--- config.mk ---
export PLATFORM = sky130hd
export DESIGN_NAME = text_glyph_layout_engine
export DESIGN_NICKNAME = d
export VERILOG_FILES = /design/src/design/tgl_pkg.sv /design/src/design/tgl_adv_mem.sv /design/src/design/tgl_palette.sv /design/src/design/text_glyph_layout_engine.sv
export SDC_FILE = /design/constraint.sdc
export NUM_CORES = 2
export LEC_CHECK = 0
export BUFFER_PORTS_ARGS = -buffer_cell sky130_fd_sc_hd__buf_4
export CORE_ASPECT_RATIO = 0.9
export CORE_MARGIN = 2
export CORE_UTILIZATION = 56
export DETAILED_ROUTE_END_ITERATION = 10
export GPL_TIMING_DRIVEN = 1
export MAX_ROUTING_LAYER = met4
export PLACE_DENSITY = 0.76
export RECOVER_POWER = 100
export SYNTH_ARGS = -nofsm -noshare
export SYNTH_HDL_FRONTEND = slang
export SYNTH_SLANG_ARGS = --single-unit
export TNS_END_PERCENT = 30
--- constraint.sdc ---
create_clock -name clk -period 4 [get_ports clk]
set_clock_uncertainty 0.1 [all_clocks]
set_input_delay 0 -clock clk [delete_from_list [all_inputs] [get_ports clk]]
set_output_delay 0 -clock clk [all_outputs]
set_load 0.05 [all_outputs]
--- src/design/tgl_pkg.sv ---
// ----------------------------------------------------------------------------
// Text glyph layout package
// Shared types, command and character codes, palette tables and the
// saturating helpers used by the layout datapath.
// ----------------------------------------------------------------------------
package tgl_pkg;

    // Item kinds carried on the slave-side tuser.
    localparam logic [1:0] CMD_WIDTH = 2'd0;
    localparam logic [1:0] CMD_START = 2'd1;
    localparam logic [1:0] CMD_TEXT  = 2'd2;

    // Configuration register indexes.
    localparam logic REG_LINE_HEIGHT = 1'b0;
    localparam logic REG_ANAGLYPH    = 1'b1;

    // Special text bytes.
    localparam logic [7:0] CHAR_NUL     = 8'h00;
    localparam logic [7:0] CHAR_NEWLINE = 8'h0a;
    localparam logic [7:0] CHAR_ESCAPE  = 8'ha7;

    localparam logic [7:0]  LINE_HEIGHT_RESET = 8'd10;
    localparam logic [7:0]  ALPHA_OPAQUE      = 8'hff;
    localparam logic [14:0] PEN_MAX           = 15'h7fff;

    // The sixteen palette colors as 0xRRGGBB, plain and anaglyph-mixed.
    localparam logic [23:0] PALETTE [16] = '{
        24'h000000, 24'h0000aa, 24'h00aa00, 24'h00aaaa,
        24'haa0000, 24'haa00aa, 24'hffaa00, 24'haaaaaa,
        24'h555555, 24'h5555ff, 24'h55ff55, 24'h55ffff,
        24'hff5555, 24'hff55ff, 24'hffff55, 24'hffffff
    };

    // Grey-weighted mix: r' = .30r+.59g+.11b, g' = .30r+.70g, b' = .30r+.70b,
    // rounded down.
    localparam logic [23:0] PALETTE_ANAGLYPH [16] = '{
        24'h000000, 24'h120077, 24'h647700, 24'h777777,
        24'h333333, 24'h4533aa, 24'hb0c34c, 24'haaaaaa,
        24'h555555, 24'h6755cc, 24'hb9cc55, 24'hcccccc,
        24'h888888, 24'h9a88ff, 24'hecff88, 24'hffffff
    };

    typedef struct packed {
        logic [1:0]         cmd;
        logic [7:0]         code;
        logic [31:0]        base_color;
        logic               darken;
        logic signed [15:0] origin_x;
        logic signed [15:0] origin_y;
    } tgl_item_t;

    typedef struct packed {
        logic       wr;
        logic       rd;
        logic [7:0] addr;
        logic [3:0] data;
    } tgl_mem_req_t;

    // Pen offset plus an advance, held at the largest positive offset.
    function automatic logic [14:0] pen_add(input logic [14:0] pen, input logic [7:0] step);
        logic [15:0] sum;
        sum = {1'b0, pen} + {8'd0, step};
        return sum[15] ? PEN_MAX : sum[14:0];
    endfunction

    // Origin plus pen offset, saturated to the signed 16-bit range.
    function automatic logic [15:0] pos_sat(input logic signed [15:0] origin,
                                            input logic [14:0] pen);
        logic signed [16:0] sum;
        sum = {origin[15], origin} + $signed({2'b00, pen});
        if (sum[16] != sum[15])
        begin
            return sum[16] ? 16'h8000 : 16'h7fff;
        end
        return sum[15:0];
    endfunction

endpackage

--- src/design/tgl_adv_mem.sv ---
// ----------------------------------------------------------------------------
// Advance table
// Per-character advance widths in a single-port memory with registered read.
// Each entry has a valid bit cleared at reset, so unwritten entries read zero.
// ----------------------------------------------------------------------------
module tgl_adv_mem #(
    parameter int GLYPH_COUNT = 256
) (
    input  logic                  clk,
    input  logic                  rst_n,
    input  tgl_pkg::tgl_mem_req_t req,
    output logic [3:0]            rd_data
);
    import tgl_pkg::*;

    localparam int         IDX_W     = $clog2(GLYPH_COUNT);
    localparam logic [8:0] COUNT_LIM = 9'(GLYPH_COUNT);

    logic [3:0]             mem [GLYPH_COUNT];
    logic [GLYPH_COUNT-1:0] valid_reg;
    logic [3:0]             rd_data_reg;
    logic [IDX_W-1:0]       idx;
    logic                   in_range;

    assign idx      = req.addr[IDX_W-1:0];
    assign in_range = {1'b0, req.addr} < COUNT_LIM;
    assign rd_data  = rd_data_reg;

    always_ff @(posedge clk or negedge rst_n)
    begin
        if (!rst_n)
        begin
            valid_reg <= '0;
        end
        else if (req.wr && in_range)
        begin
            valid_reg[idx] <= 1'b1;
        end
    end

    always_ff @(posedge clk)
    begin
        if (req.wr && in_range)
        begin
            mem[idx] <= req.data;
        end
        if (req.rd)
        begin
            // Codes past the table and entries never written advance by zero.
            rd_data_reg <= (in_range && valid_reg[idx]) ? mem[idx] : 4'd0;
        end
    end

endmodule

--- src/design/tgl_palette.sv ---
// ----------------------------------------------------------------------------
// Palette selector
// Decodes the hex digit after an escape byte into one of sixteen colors,
// with optional anaglyph mixing and quartering for the shadow pass.
// ----------------------------------------------------------------------------
module tgl_palette (
    input  logic [7:0]  digit,
    input  logic        anaglyph,
    input  logic        darken,
    output logic [23:0] rgb
);
    import tgl_pkg::*;

    logic [3:0]  color_idx;
    logic [23:0] base;

    always_comb
    begin
        case (digit) inside
            [8'h30:8'h39]:              color_idx = digit[3:0];
            [8'h41:8'h46], [8'h61:8'h66]: color_idx = digit[3:0] + 4'd9;
            default:                    color_idx = 4'd15;
        endcase
    end

    assign base = anaglyph ? PALETTE_ANAGLYPH[color_idx] : PALETTE[color_idx];

    assign rgb = darken ? {2'b00, base[23:18], 2'b00, base[15:10], 2'b00, base[7:2]}
                        : base;

endmodule

--- src/design/text_glyph_layout_engine.sv ---
// ----------------------------------------------------------------------------
// Text glyph layout engine
// Turns a stream of text commands into glyph placements with color.
// ----------------------------------------------------------------------------
// Usage:
//   Items arrive on the slave stream; s_tuser gives the command (width entry,
//   start string, text byte). Start commands latch origin, color and darken;
//   width commands fill the advance table; text bytes produce one glyph item
//   on the master stream unless they are NUL, newline, the escape byte or the
//   digit after an escape.
//   Throughput is one item per cycle while the receiver does not stall. An
//   accepted item sits in the input register, is processed into the result
//   register when that register can take it, and its glyph then shows on
//   m_tvalid. The advance table read is issued at acceptance so its
//   registered data lines up with the item. When the receiver stalls, the
//   result register holds and the input register takes one more item;
//   s_tready then drops until the result register drains. The user must write
//   configuration through cfg_we only while idle; the block does not enforce it.
//   Reset clears the pen, origin, color, escape state and all advance
//   entries (valid bits), and sets alpha to opaque and line height to ten.
// ----------------------------------------------------------------------------
module text_glyph_layout_engine #(
    parameter int GLYPH_COUNT = 256,
    parameter int CELL_SIZE   = 8
) (
    input  logic        clk,
    input  logic        rst_n,
    // s_tdata, low bit up: code_byte[8], width_value[4], base_color[32],
    // darken[1], origin_x[16], origin_y[16], zero fill[3]
    input  logic        s_tvalid,
    output logic        s_tready,
    input  logic [79:0] s_tdata,
    // s_tuser: command[2]
    input  logic [1:0]  s_tuser,
    // m_tdata, low bit up: glyph_code[8], pos_x[16], pos_y[16], atlas_u[7],
    // atlas_v[7], red[8], green[8], blue[8], alpha[8], zero fill[2]
    output logic        m_tvalid,
    input  logic        m_tready,
    output logic [87:0] m_tdata,
    input  logic        cfg_we,
    input  logic        cfg_index,
    input  logic [7:0]  cfg_data
);
    import tgl_pkg::*;

    localparam int PROD_W = 4 + $clog2(CELL_SIZE + 1);

    tgl_item_t    item_in;
    tgl_item_t    item_reg;
    tgl_mem_req_t mem_req;
    logic         in_valid_reg;
    logic         accept;
    logic         advance;
    logic [3:0]   adv_width;
    logic [23:0]  pal_rgb;

    logic [7:0]         line_height_reg;
    logic               anaglyph_reg;
    logic [14:0]        pen_x_reg, pen_x_next;
    logic [14:0]        pen_y_reg, pen_y_next;
    logic signed [15:0] start_x_reg, start_x_next;
    logic signed [15:0] start_y_reg, start_y_next;
    logic [23:0]        rgb_reg, rgb_next;
    logic [7:0]         alpha_reg, alpha_next;
    logic               darken_reg, darken_next;
    logic               escape_reg, escape_next;
    logic               glyph;

    logic               m_tvalid_reg;
    logic [87:0]        m_tdata_reg;
    logic [87:0]        m_tdata_next;
    logic [PROD_W-1:0]  atlas_u_full;
    logic [PROD_W-1:0]  atlas_v_full;

    assign item_in.cmd        = s_tuser;
    assign item_in.code       = s_tdata[7:0];
    assign item_in.base_color = s_tdata[43:12];
    assign item_in.darken     = s_tdata[44];
    assign item_in.origin_x   = s_tdata[60:45];
    assign item_in.origin_y   = s_tdata[76:61];

    assign advance  = in_valid_reg && (!m_tvalid_reg || m_tready);
    assign s_tready = !in_valid_reg || advance;
    assign accept   = s_tvalid && s_tready;

    // Table writes and reads happen in acceptance order, so a width entry is
    // always visible to any text byte that follows it.
    assign mem_req.wr   = accept && (s_tuser == CMD_WIDTH);
    assign mem_req.rd   = accept && (s_tuser == CMD_TEXT);
    assign mem_req.addr = s_tdata[7:0];
    assign mem_req.data = s_tdata[11:8];

    tgl_adv_mem #(
        .GLYPH_COUNT(GLYPH_COUNT)
    ) u_adv_mem (
        .clk     (clk),
        .rst_n   (rst_n),
        .req     (mem_req),
        .rd_data (adv_width)
    );

    tgl_palette u_palette (
        .digit    (item_reg.code),
        .anaglyph (anaglyph_reg),
        .darken   (darken_reg),
        .rgb      (pal_rgb)
    );

    always_comb
    begin
        pen_x_next   = pen_x_reg;
        pen_y_next   = pen_y_reg;
        start_x_next = start_x_reg;
        start_y_next = start_y_reg;
        rgb_next     = rgb_reg;
        alpha_next   = alpha_reg;
        darken_next  = darken_reg;
        escape_next  = escape_reg;
        glyph        = 1'b0;
        if (advance)
        begin
            case (item_reg.cmd)
                CMD_START:
                begin
                    darken_next  = item_reg.darken;
                    rgb_next     = item_reg.darken
                        ? {2'b00, item_reg.base_color[23:18], 2'b00,
                           item_reg.base_color[15:10], 2'b00, item_reg.base_color[7:2]}
                        : item_reg.base_color[23:0];
                    alpha_next   = (item_reg.base_color[31:24] == 8'd0)
                        ? ALPHA_OPAQUE : item_reg.base_color[31:24];
                    start_x_next = item_reg.origin_x;
                    start_y_next = item_reg.origin_y;
                    pen_x_next   = '0;
                    pen_y_next   = '0;
                    escape_next  = 1'b0;
                end
                CMD_TEXT:
                begin
                    if (escape_reg)
                    begin
                        escape_next = 1'b0;
                        rgb_next    = pal_rgb;
                    end
                    else if (item_reg.code == CHAR_NUL)
                    begin
                        escape_next = 1'b0;
                    end
                    else if (item_reg.code == CHAR_ESCAPE)
                    begin
                        escape_next = 1'b1;
                    end
                    else if (item_reg.code == CHAR_NEWLINE)
                    begin
                        pen_x_next = '0;
                        pen_y_next = pen_add(pen_y_reg, line_height_reg);
                    end
                    else
                    begin
                        glyph      = 1'b1;
                        pen_x_next = pen_add(pen_x_reg, {4'd0, adv_width});
                    end
                end
                default:
                begin
                    glyph = 1'b0;
                end
            endcase
        end
    end

    assign atlas_u_full = PROD_W'(item_reg.code[3:0]) * PROD_W'(CELL_SIZE);
    assign atlas_v_full = PROD_W'(item_reg.code[7:4]) * PROD_W'(CELL_SIZE);

    assign m_tdata_next = {2'b00, alpha_reg, rgb_reg[7:0], rgb_reg[15:8], rgb_reg[23:16],
                           atlas_v_full[6:0], atlas_u_full[6:0],
                           pos_sat(start_y_reg, pen_y_reg),
                           pos_sat(start_x_reg, pen_x_reg),
                           item_reg.code};

    always_ff @(posedge clk or negedge rst_n)
    begin
        if (!rst_n)
        begin
            in_valid_reg    <= 1'b0;
            m_tvalid_reg    <= 1'b0;
            line_height_reg <= LINE_HEIGHT_RESET;
            anaglyph_reg    <= 1'b0;
            pen_x_reg       <= '0;
            pen_y_reg       <= '0;
            start_x_reg     <= '0;
            start_y_reg     <= '0;
            rgb_reg         <= '0;
            alpha_reg       <= ALPHA_OPAQUE;
            darken_reg      <= 1'b0;
            escape_reg      <= 1'b0;
        end
        else
        begin
            if (accept)
            begin
                in_valid_reg <= 1'b1;
            end
            else if (advance)
            begin
                in_valid_reg <= 1'b0;
            end

            if (advance)
            begin
                m_tvalid_reg <= glyph;
            end
            else if (m_tready)
            begin
                m_tvalid_reg <= 1'b0;
            end

            if (cfg_we)
            begin
                case (cfg_index)
                    REG_LINE_HEIGHT: line_height_reg <= cfg_data;
                    REG_ANAGLYPH:    anaglyph_reg    <= cfg_data[0];
                    default:         anaglyph_reg    <= anaglyph_reg;
                endcase
            end

            pen_x_reg   <= pen_x_next;
            pen_y_reg   <= pen_y_next;
            start_x_reg <= start_x_next;
            start_y_reg <= start_y_next;
            rgb_reg     <= rgb_next;
            alpha_reg   <= alpha_next;
            darken_reg  <= darken_next;
            escape_reg  <= escape_next;
        end
    end

    always_ff @(posedge clk)
    begin
        if (accept)
        begin
            item_reg <= item_in;
        end
        if (glyph)
        begin
            m_tdata_reg <= m_tdata_next;
        end
    end

    assign m_tvalid = m_tvalid_reg;
    assign m_tdata  = m_tdata_reg;

endmodule

Word-level counts from Yosys, hierarchy flattened
Memory sizes are Yosys's and may differ from the RTL's. A register that Yosys moved wholly into a read port is not among the register bits.
Cells that the tools add are included.
{"block": "totals", "ram_bits": 1024, "word_cells": 131, "mem_bits_ro": 768, "mem_count": 3, "inputBits": 96, "regBits": 518, "output_inout_bits": 90}
{"memory": "u_adv_mem.mem", "depth": 256, "word_bits": 4, "read_ports": 1, "rd_ports_with_merged_regs": 1, "write_ports": 1, "line_no": "tgl_adv_mem.sv:19", "text": "logic [3:0] mem [GLYPH_COUNT];"}
{"memory": "(no name shown)", "depth": 16, "word_bits": 24, "read_ports": 1, "rd_ports_with_merged_regs": 0, "write_ports": 0, "line_no": "tgl_palette.sv:26", "text": "assign base = anaglyph ? PALETTE_ANAGLYPH[color_idx] : PALETTE[color_idx];"}
{"memory": "(no name shown)", "depth": 16, "word_bits": 24, "read_ports": 1, "rd_ports_with_merged_regs": 0, "write_ports": 0, "line_no": "tgl_palette.sv:26"}
{"block": "op_classes", "eq_ne": 12, "n_lt_le_gt_ge": 9, "n_reduce_logical": 27, "n_mux": 52, "n_addsub": 5, "bitwise": 3}
{"cell": "256-bit OR", "count": 1}
{"cell": "24-bit 2-to-1 mux", "count": 8}
{"cell": "15-bit 2-to-1 mux", "count": 10}
{"cell": "16-bit 2-to-1 mux", "count": 6}
{"cell": "15-bit case mux with 2 select lines", "count": 2}
{"cell": "24-bit case mux with 2 select lines", "count": 1}
{"cell": "16-bit by 16-bit adder with 17-bit output", "count": 2}
{"cell": "1-bit 2-to-1 mux", "count": 19}
{"cell": "15-bit by 4-bit adder with 16-bit output", "count": 1}
{"cell": "15-bit by 8-bit adder with 16-bit output", "count": 1}
{"cell": "8-bit by 7-bit >= comparator with 1-bit output (second input constant)", "count": 2}
{"cell": "8-bit by 7-bit less-or-equal comparator with 1-bit output (second input constant)", "count": 2}
{"cell": "8-bit logical NOT", "count": 2}
{"cell": "2-bit inequality test (second input constant)", "count": 5}
{"cell": "8-bit by 9-bit less-than comparator with 1-bit output (second input constant)", "count": 1}
{"cell": "1-bit binary-select mux with 8-bit select", "count": 1}
{"cell": "1-bit demux with 8-bit select", "count": 1}
{"cell": "8-bit by 4-bit == test with 1-bit output (second input constant)", "count": 1}
{"cell": "8-bit == test (second input constant)", "count": 1}
{"cell": "8-bit by 1-bit >= comparator with 1-bit output (second input constant)", "count": 1}
{"cell": "8-bit by 6-bit >= comparator with 1-bit output (second input constant)", "count": 1}
{"cell": "8-bit by 6-bit less-or-equal comparator with 1-bit output (second input constant)", "count": 1}
{"cell": "1-bit logical AND", "count": 8}
{"cell": "4-bit 2-to-1 mux", "count": 2}
{"cell": "other kinds (18)", "count": 28}

Logic depth before layout (Yosys ltp)
{"block": "depth", "depth_word": 13, "depth_mapped": 14, "ltp_nobuf": 13}

Modules after synthesis
Synthesis repeated with hierarchy kept, for this count alone.
{"block": "hier_totals", "hier_cells": 3768, "hier_area_um2": 62758.9}
{"mod": "tgl_adv_mem", "area_per_inst_um2": 50019.2, "n_inst": 1, "cells_each": 2604, "seq_area_each_um2": 37275.8}
{"mod": "text_glyph_layout_engine", "area_per_inst_um2": 11572.3, "n_inst": 1, "cells_each": 991, "seq_area_each_um2": 7104.3}
{"mod": "tgl_palette", "area_per_inst_um2": 1167.4, "n_inst": 1, "cells_each": 173, "seq_area_each_um2": 0.0}

Worst setup path after synthesis
Ideal clock, no wire load.
{"block": "synth_path", "path_kind": "reg2reg", "startpoint": "register m_tvalid_reg (netlist: m_tvalid)", "endpoint": "register pen_x_reg[11]", "path_stages_with_launch": 9, "required_ns": 3.816, "arrival_ns": 4.084, "synth_period_minus_slack_ns": 4.268, "setup_slack_ns": -0.268, "setup_ns": 0.084, "n_path_buf": 1, "cell_sequence": "dfrtp_1 -> nand2b_1 -> nand4b_1 -> nand2b_1 -> a21o_1 -> inv_1 -> clkbuf_1 -> o21ai_0 -> a21oi_1"}
{"block": "synth_via", "elab_chain_len": 4}
{"element": "from (decl)", "line_no": "text_glyph_layout_engine.sv:69", "text": "logic m_tvalid_reg;"}
{"element": "from (signal assigned)", "line_no": "text_glyph_layout_engine.sv:211", "text": "m_tvalid_reg <= glyph;"}
{"element": "1-bit logical NOT", "line_no": "text_glyph_layout_engine.sv:82", "text": "assign advance = in_valid_reg && (!m_tvalid_reg || m_tready);"}
{"element": "1-bit logical OR", "line_no": "text_glyph_layout_engine.sv:82"}
{"element": "1-bit logical AND", "line_no": "text_glyph_layout_engine.sv:82"}
{"element": "5-bit AND reduction (no source line)"}
{"element": "to (signal assigned)", "line_no": "text_glyph_layout_engine.sv:227", "text": "pen_x_reg <= pen_x_next;"}
{"element": "to (decl)", "line_no": "text_glyph_layout_engine.sv:59", "text": "logic [14:0] pen_x_reg, pen_x_next;"}
No other way between the ends.
A chain may end at the register's enable or synchronous reset.

Worst setup path after layout
{"block": "layout_path", "startpoint": "input port s_tdata[4]", "endpoint": "register u_adv_mem.rd_data_reg[0] (netlist: u_adv_mem.rd_data[0]) (read register of u_adv_mem.mem) (data pin)"}
{"block": "layout_via", "elab_chain_len": 3}
{"element": "from (decl)", "line_no": "text_glyph_layout_engine.sv:32", "text": "input logic [79:0] s_tdata,"}
{"element": "1-bit binary-select mux with 8-bit select", "line_no": "tgl_adv_mem.sv:50", "text": "rd_data_reg <= (in_range && valid_reg[idx]) ? mem[idx] : 4'd0;"}
{"element": "1-bit 2-to-1 mux (not written as such)", "line_no": "tgl_adv_mem.sv:50"}
{"element": "1-bit logical NOT (no source line)"}
{"element": "to (decl)", "line_no": "tgl_adv_mem.sv:21", "text": "logic [3:0] rd_data_reg;"}
Parallel ways exist; a longest one is shown, timed or not. The select of a mux whose other input is x is not followed.

==> impl_metrics.ini <==
[sta]
hold_violations = 0
tns_ns = 0
layout_min_cycle_time_ns = 3.91
timing.final.crit_share_pct = 97.6
maxSlewHeadroom_pct = -89.6
drv_slew = 697
clock.fmax_mhz = 256
setup_viol = 0
worstMarginPinSlew_ns = 2.84
rsz0062_at_grt = false

[die]
start_util_pct = 56.6
std_cell_rows = 116
dieHeight_um = 322
ios = 186
dieWidth_um = 358
dieArea_um2 = 115000
core-area_um2 = 111000

[clock_network]
cts-root-buf = clkbuf_16
cts_tree = built
clk_pin_slew_worst_paths_ns = 0.06
clk_latency_ns = 0.79
h-tree-depth = 4
clockBufferDepth = 3
cts_repair_resize_count = 0
cts_made_buffers = 148
cts.sinks = 1538

[cells_and_area]
nets = 4445
final_area_um2 = 73100
drive_gt1_share_pct = 22.4
largest_register_ffs = 1024
syn_to_final_growth_pct = 16.0

[setup_path]
critPathArrivalTime_ns = 4.41
worstRegToRegCells = 10
ff2ff_setup_slack_ns = 0.38
worstSetupPathType = input port to register
crit_path_end_kind = register
worstReg2RegEnd = m_tdata[26]
r2r-start = pen_y_reg[0]
worstPathRequired_ns = 4.50
cp-start-kind = input port
critPathMaxFanout = 30

[synth]
yosysSeqAreaShare_pct = 70.4
synth_seq_cells = 1538
syn_inst = 3777
synth_top_area_share_pct = 56.0
synthFlopType = edfxtp_1
async_flop_share_pct = 23.6
synth_area_um2 = 63000
yosys_warnings = 0
syn_avg_cell_area_um2 = 16.7
synth_edf_count = 1175
synth_area_leader_cell = edfxtp_1
ys_top_cells_by_area = edfxtp_1 (56%), dfrtp_1 (14%), mux4_2 (12%), nor2_1 (2.1%), or2_2 (1.7%)
synth_most_common_cell = edfxtp_1
yosysUniqueCellTypes = 81
yosys-top-cells-count = edfxtp_1 (1175), dfrtp_1 (353), nor2_1 (349), mux4_2 (327), nand2_1 (222)

[drt]
avgRoutedWirePerCell_um = 27.2
drtIter0Drc = 4673
routed_wl_mm = 160
vias = 37400
drt.antenna.violating_nets = 0
drc_errors = 0
first_pass_iters = 6
vias_per_cell = 6.36

[power]
p_leak_nw = 26.9
power.density_nw_per_um2 = 482
max-vdd-ir-drop_mv = 0.574

[grt]
antenna_found_initial = 4
grt_max_degree = 135
grt-ovfl-total = 0
grt_pass1_vias = 37900
grt_pass1_wl_mm = 240
grt_usage_pct = 29.0

[job]
maxCapViolations = 9

[status]
violations = max-capacitance violations, max-slew violations
status = complete, but fails checks

[worst_hold_path]
min_to = anaglyph_reg
hp-class = input port to register
hold-path-cell-count = 4
min_from = cfg_index

[placement]
io_buffers = 174
place_congestion = 0.881
post_dp_cell_area_um2 = 66900
hpwl_mm = 95.4
## per-stage QoR
stage	utilization, %	power (mW)	setup slack, ns	hold slack [ns]	cells
2_1_floorplan	-	19.8	0.734	-0.396	3784
5_1_grt	65.7	36.2	0.160	0.0926	5889
3_3_place_gp	60.1	20.7	0.632	-0.0286	5431
4_1_cts	66.3	35.3	0.527	0.0259	5885
6_report	65.7	35.2	0.0950	0.108	5890
3_5_place_dp	60.1	20.8	0.540	-0.0217	5431
## final cells by class
cell class,count,area [um2]
inverter,43,164
antenna,5,12.5
multi-input combinational,1986,17300
tap,1475,1850
clock inverter,79,1020
timing repair buffer,569,4350
clock buffer,195,4030
fill,7305,38200
sequential,1538,44400
## kinds of logic after synthesis
family | count (synthesis) | synth area share (%)
XOR/XNOR | 29 | 0.403
AO/OA/AOI/OAI | 514 | 5.47
multiplexers | 388 | 12.7
AND/OR/NAND/NOR | 984 | 7.51
buffers and inverters | 260 | 2.18
flip-flops | 1538 | 70.4
other | 1 | 0.00595
adder cells (fa/ha/maj) | 63 | 1.30
## worst max-delay path by stage
stage                  from                   end  slack, ns  cells after the start
2_1_floorplan      m_tvalid           item_reg[0]       0.73                      3
4_1_cts        item_reg[65]            rgb_reg[0]       0.53                     10
3_3_place_gp   item_reg[65]           rgb_reg[11]       0.63                     11
5_1_grt          s_tdata[4]  u_adv_mem.rd_data[0]       0.16                      8
3_5_place_dp   item_reg[65]            rgb_reg[0]       0.54                     10
6_report         s_tdata[4]  u_adv_mem.rd_data[0]       0.09                      8
## layout by cell type, fill, tap and decap left out, types with 25 or more instances in the layout
| cell | n |
|---|---|
| nand3_1 | 32 |
| nor3_1 | 27 |
| a221oi_1 | 31 |
| mux4_2 | 327 |
| nand2_1 | 222 |
| clkbuf_1 | 201 |
| ha_1 | 59 |
| clkbuf_16 | 149 |
| dfrtp_1 | 353 |
| a22o_1 | 25 |
| or2_2 | 168 |
| inv_1 | 40 |
| clkbuf_4 | 68 |
| edfxtp_1 | 1175 |
| dlygate4sd3_1 | 179 |
| mux2i_1 | 41 |
| a22oi_1 | 76 |
| a21oi_1 | 103 |
| or2_1 | 85 |
| buf_4 | 114 |
| nor2_1 | 348 |
| o21ai_0 | 104 |
## report_power, final
part           total [mW]  switching (mW)  internal, mW
registers            17.9           0.252          17.7
clock network        14.6            6.24          8.31
logic                2.75            1.69          1.05
## worst max-delay path: stages
cell and delay, ns:
dlygate4sd3_1 0.57, clkbuf_1 1.59, nand2b_1 0.76, buf_4 0.43, a21oi_1 0.28, nor3_1 0.11
or3_1 0.40, a31oi_1 0.23
## layer usage
layer | part of all wire (%) | GRT usage [%]
met5 | 0 | -
met4 | 3.8 | 11.1
met3 | 9.6 | 5.68
met2 | 49 | 45.2
met1 | 38 | 38.1
## timing repair
| action | in CTS | in global routing |
|---|---|---|
| buffers inserted | 0 | 0 |
| hold endpoints to repair | 1100 | 0 |
| hold buffers | 180 | 0 |
| setup endpoints to repair | 0 | 0 |
(Power assumes the default switching activity.)
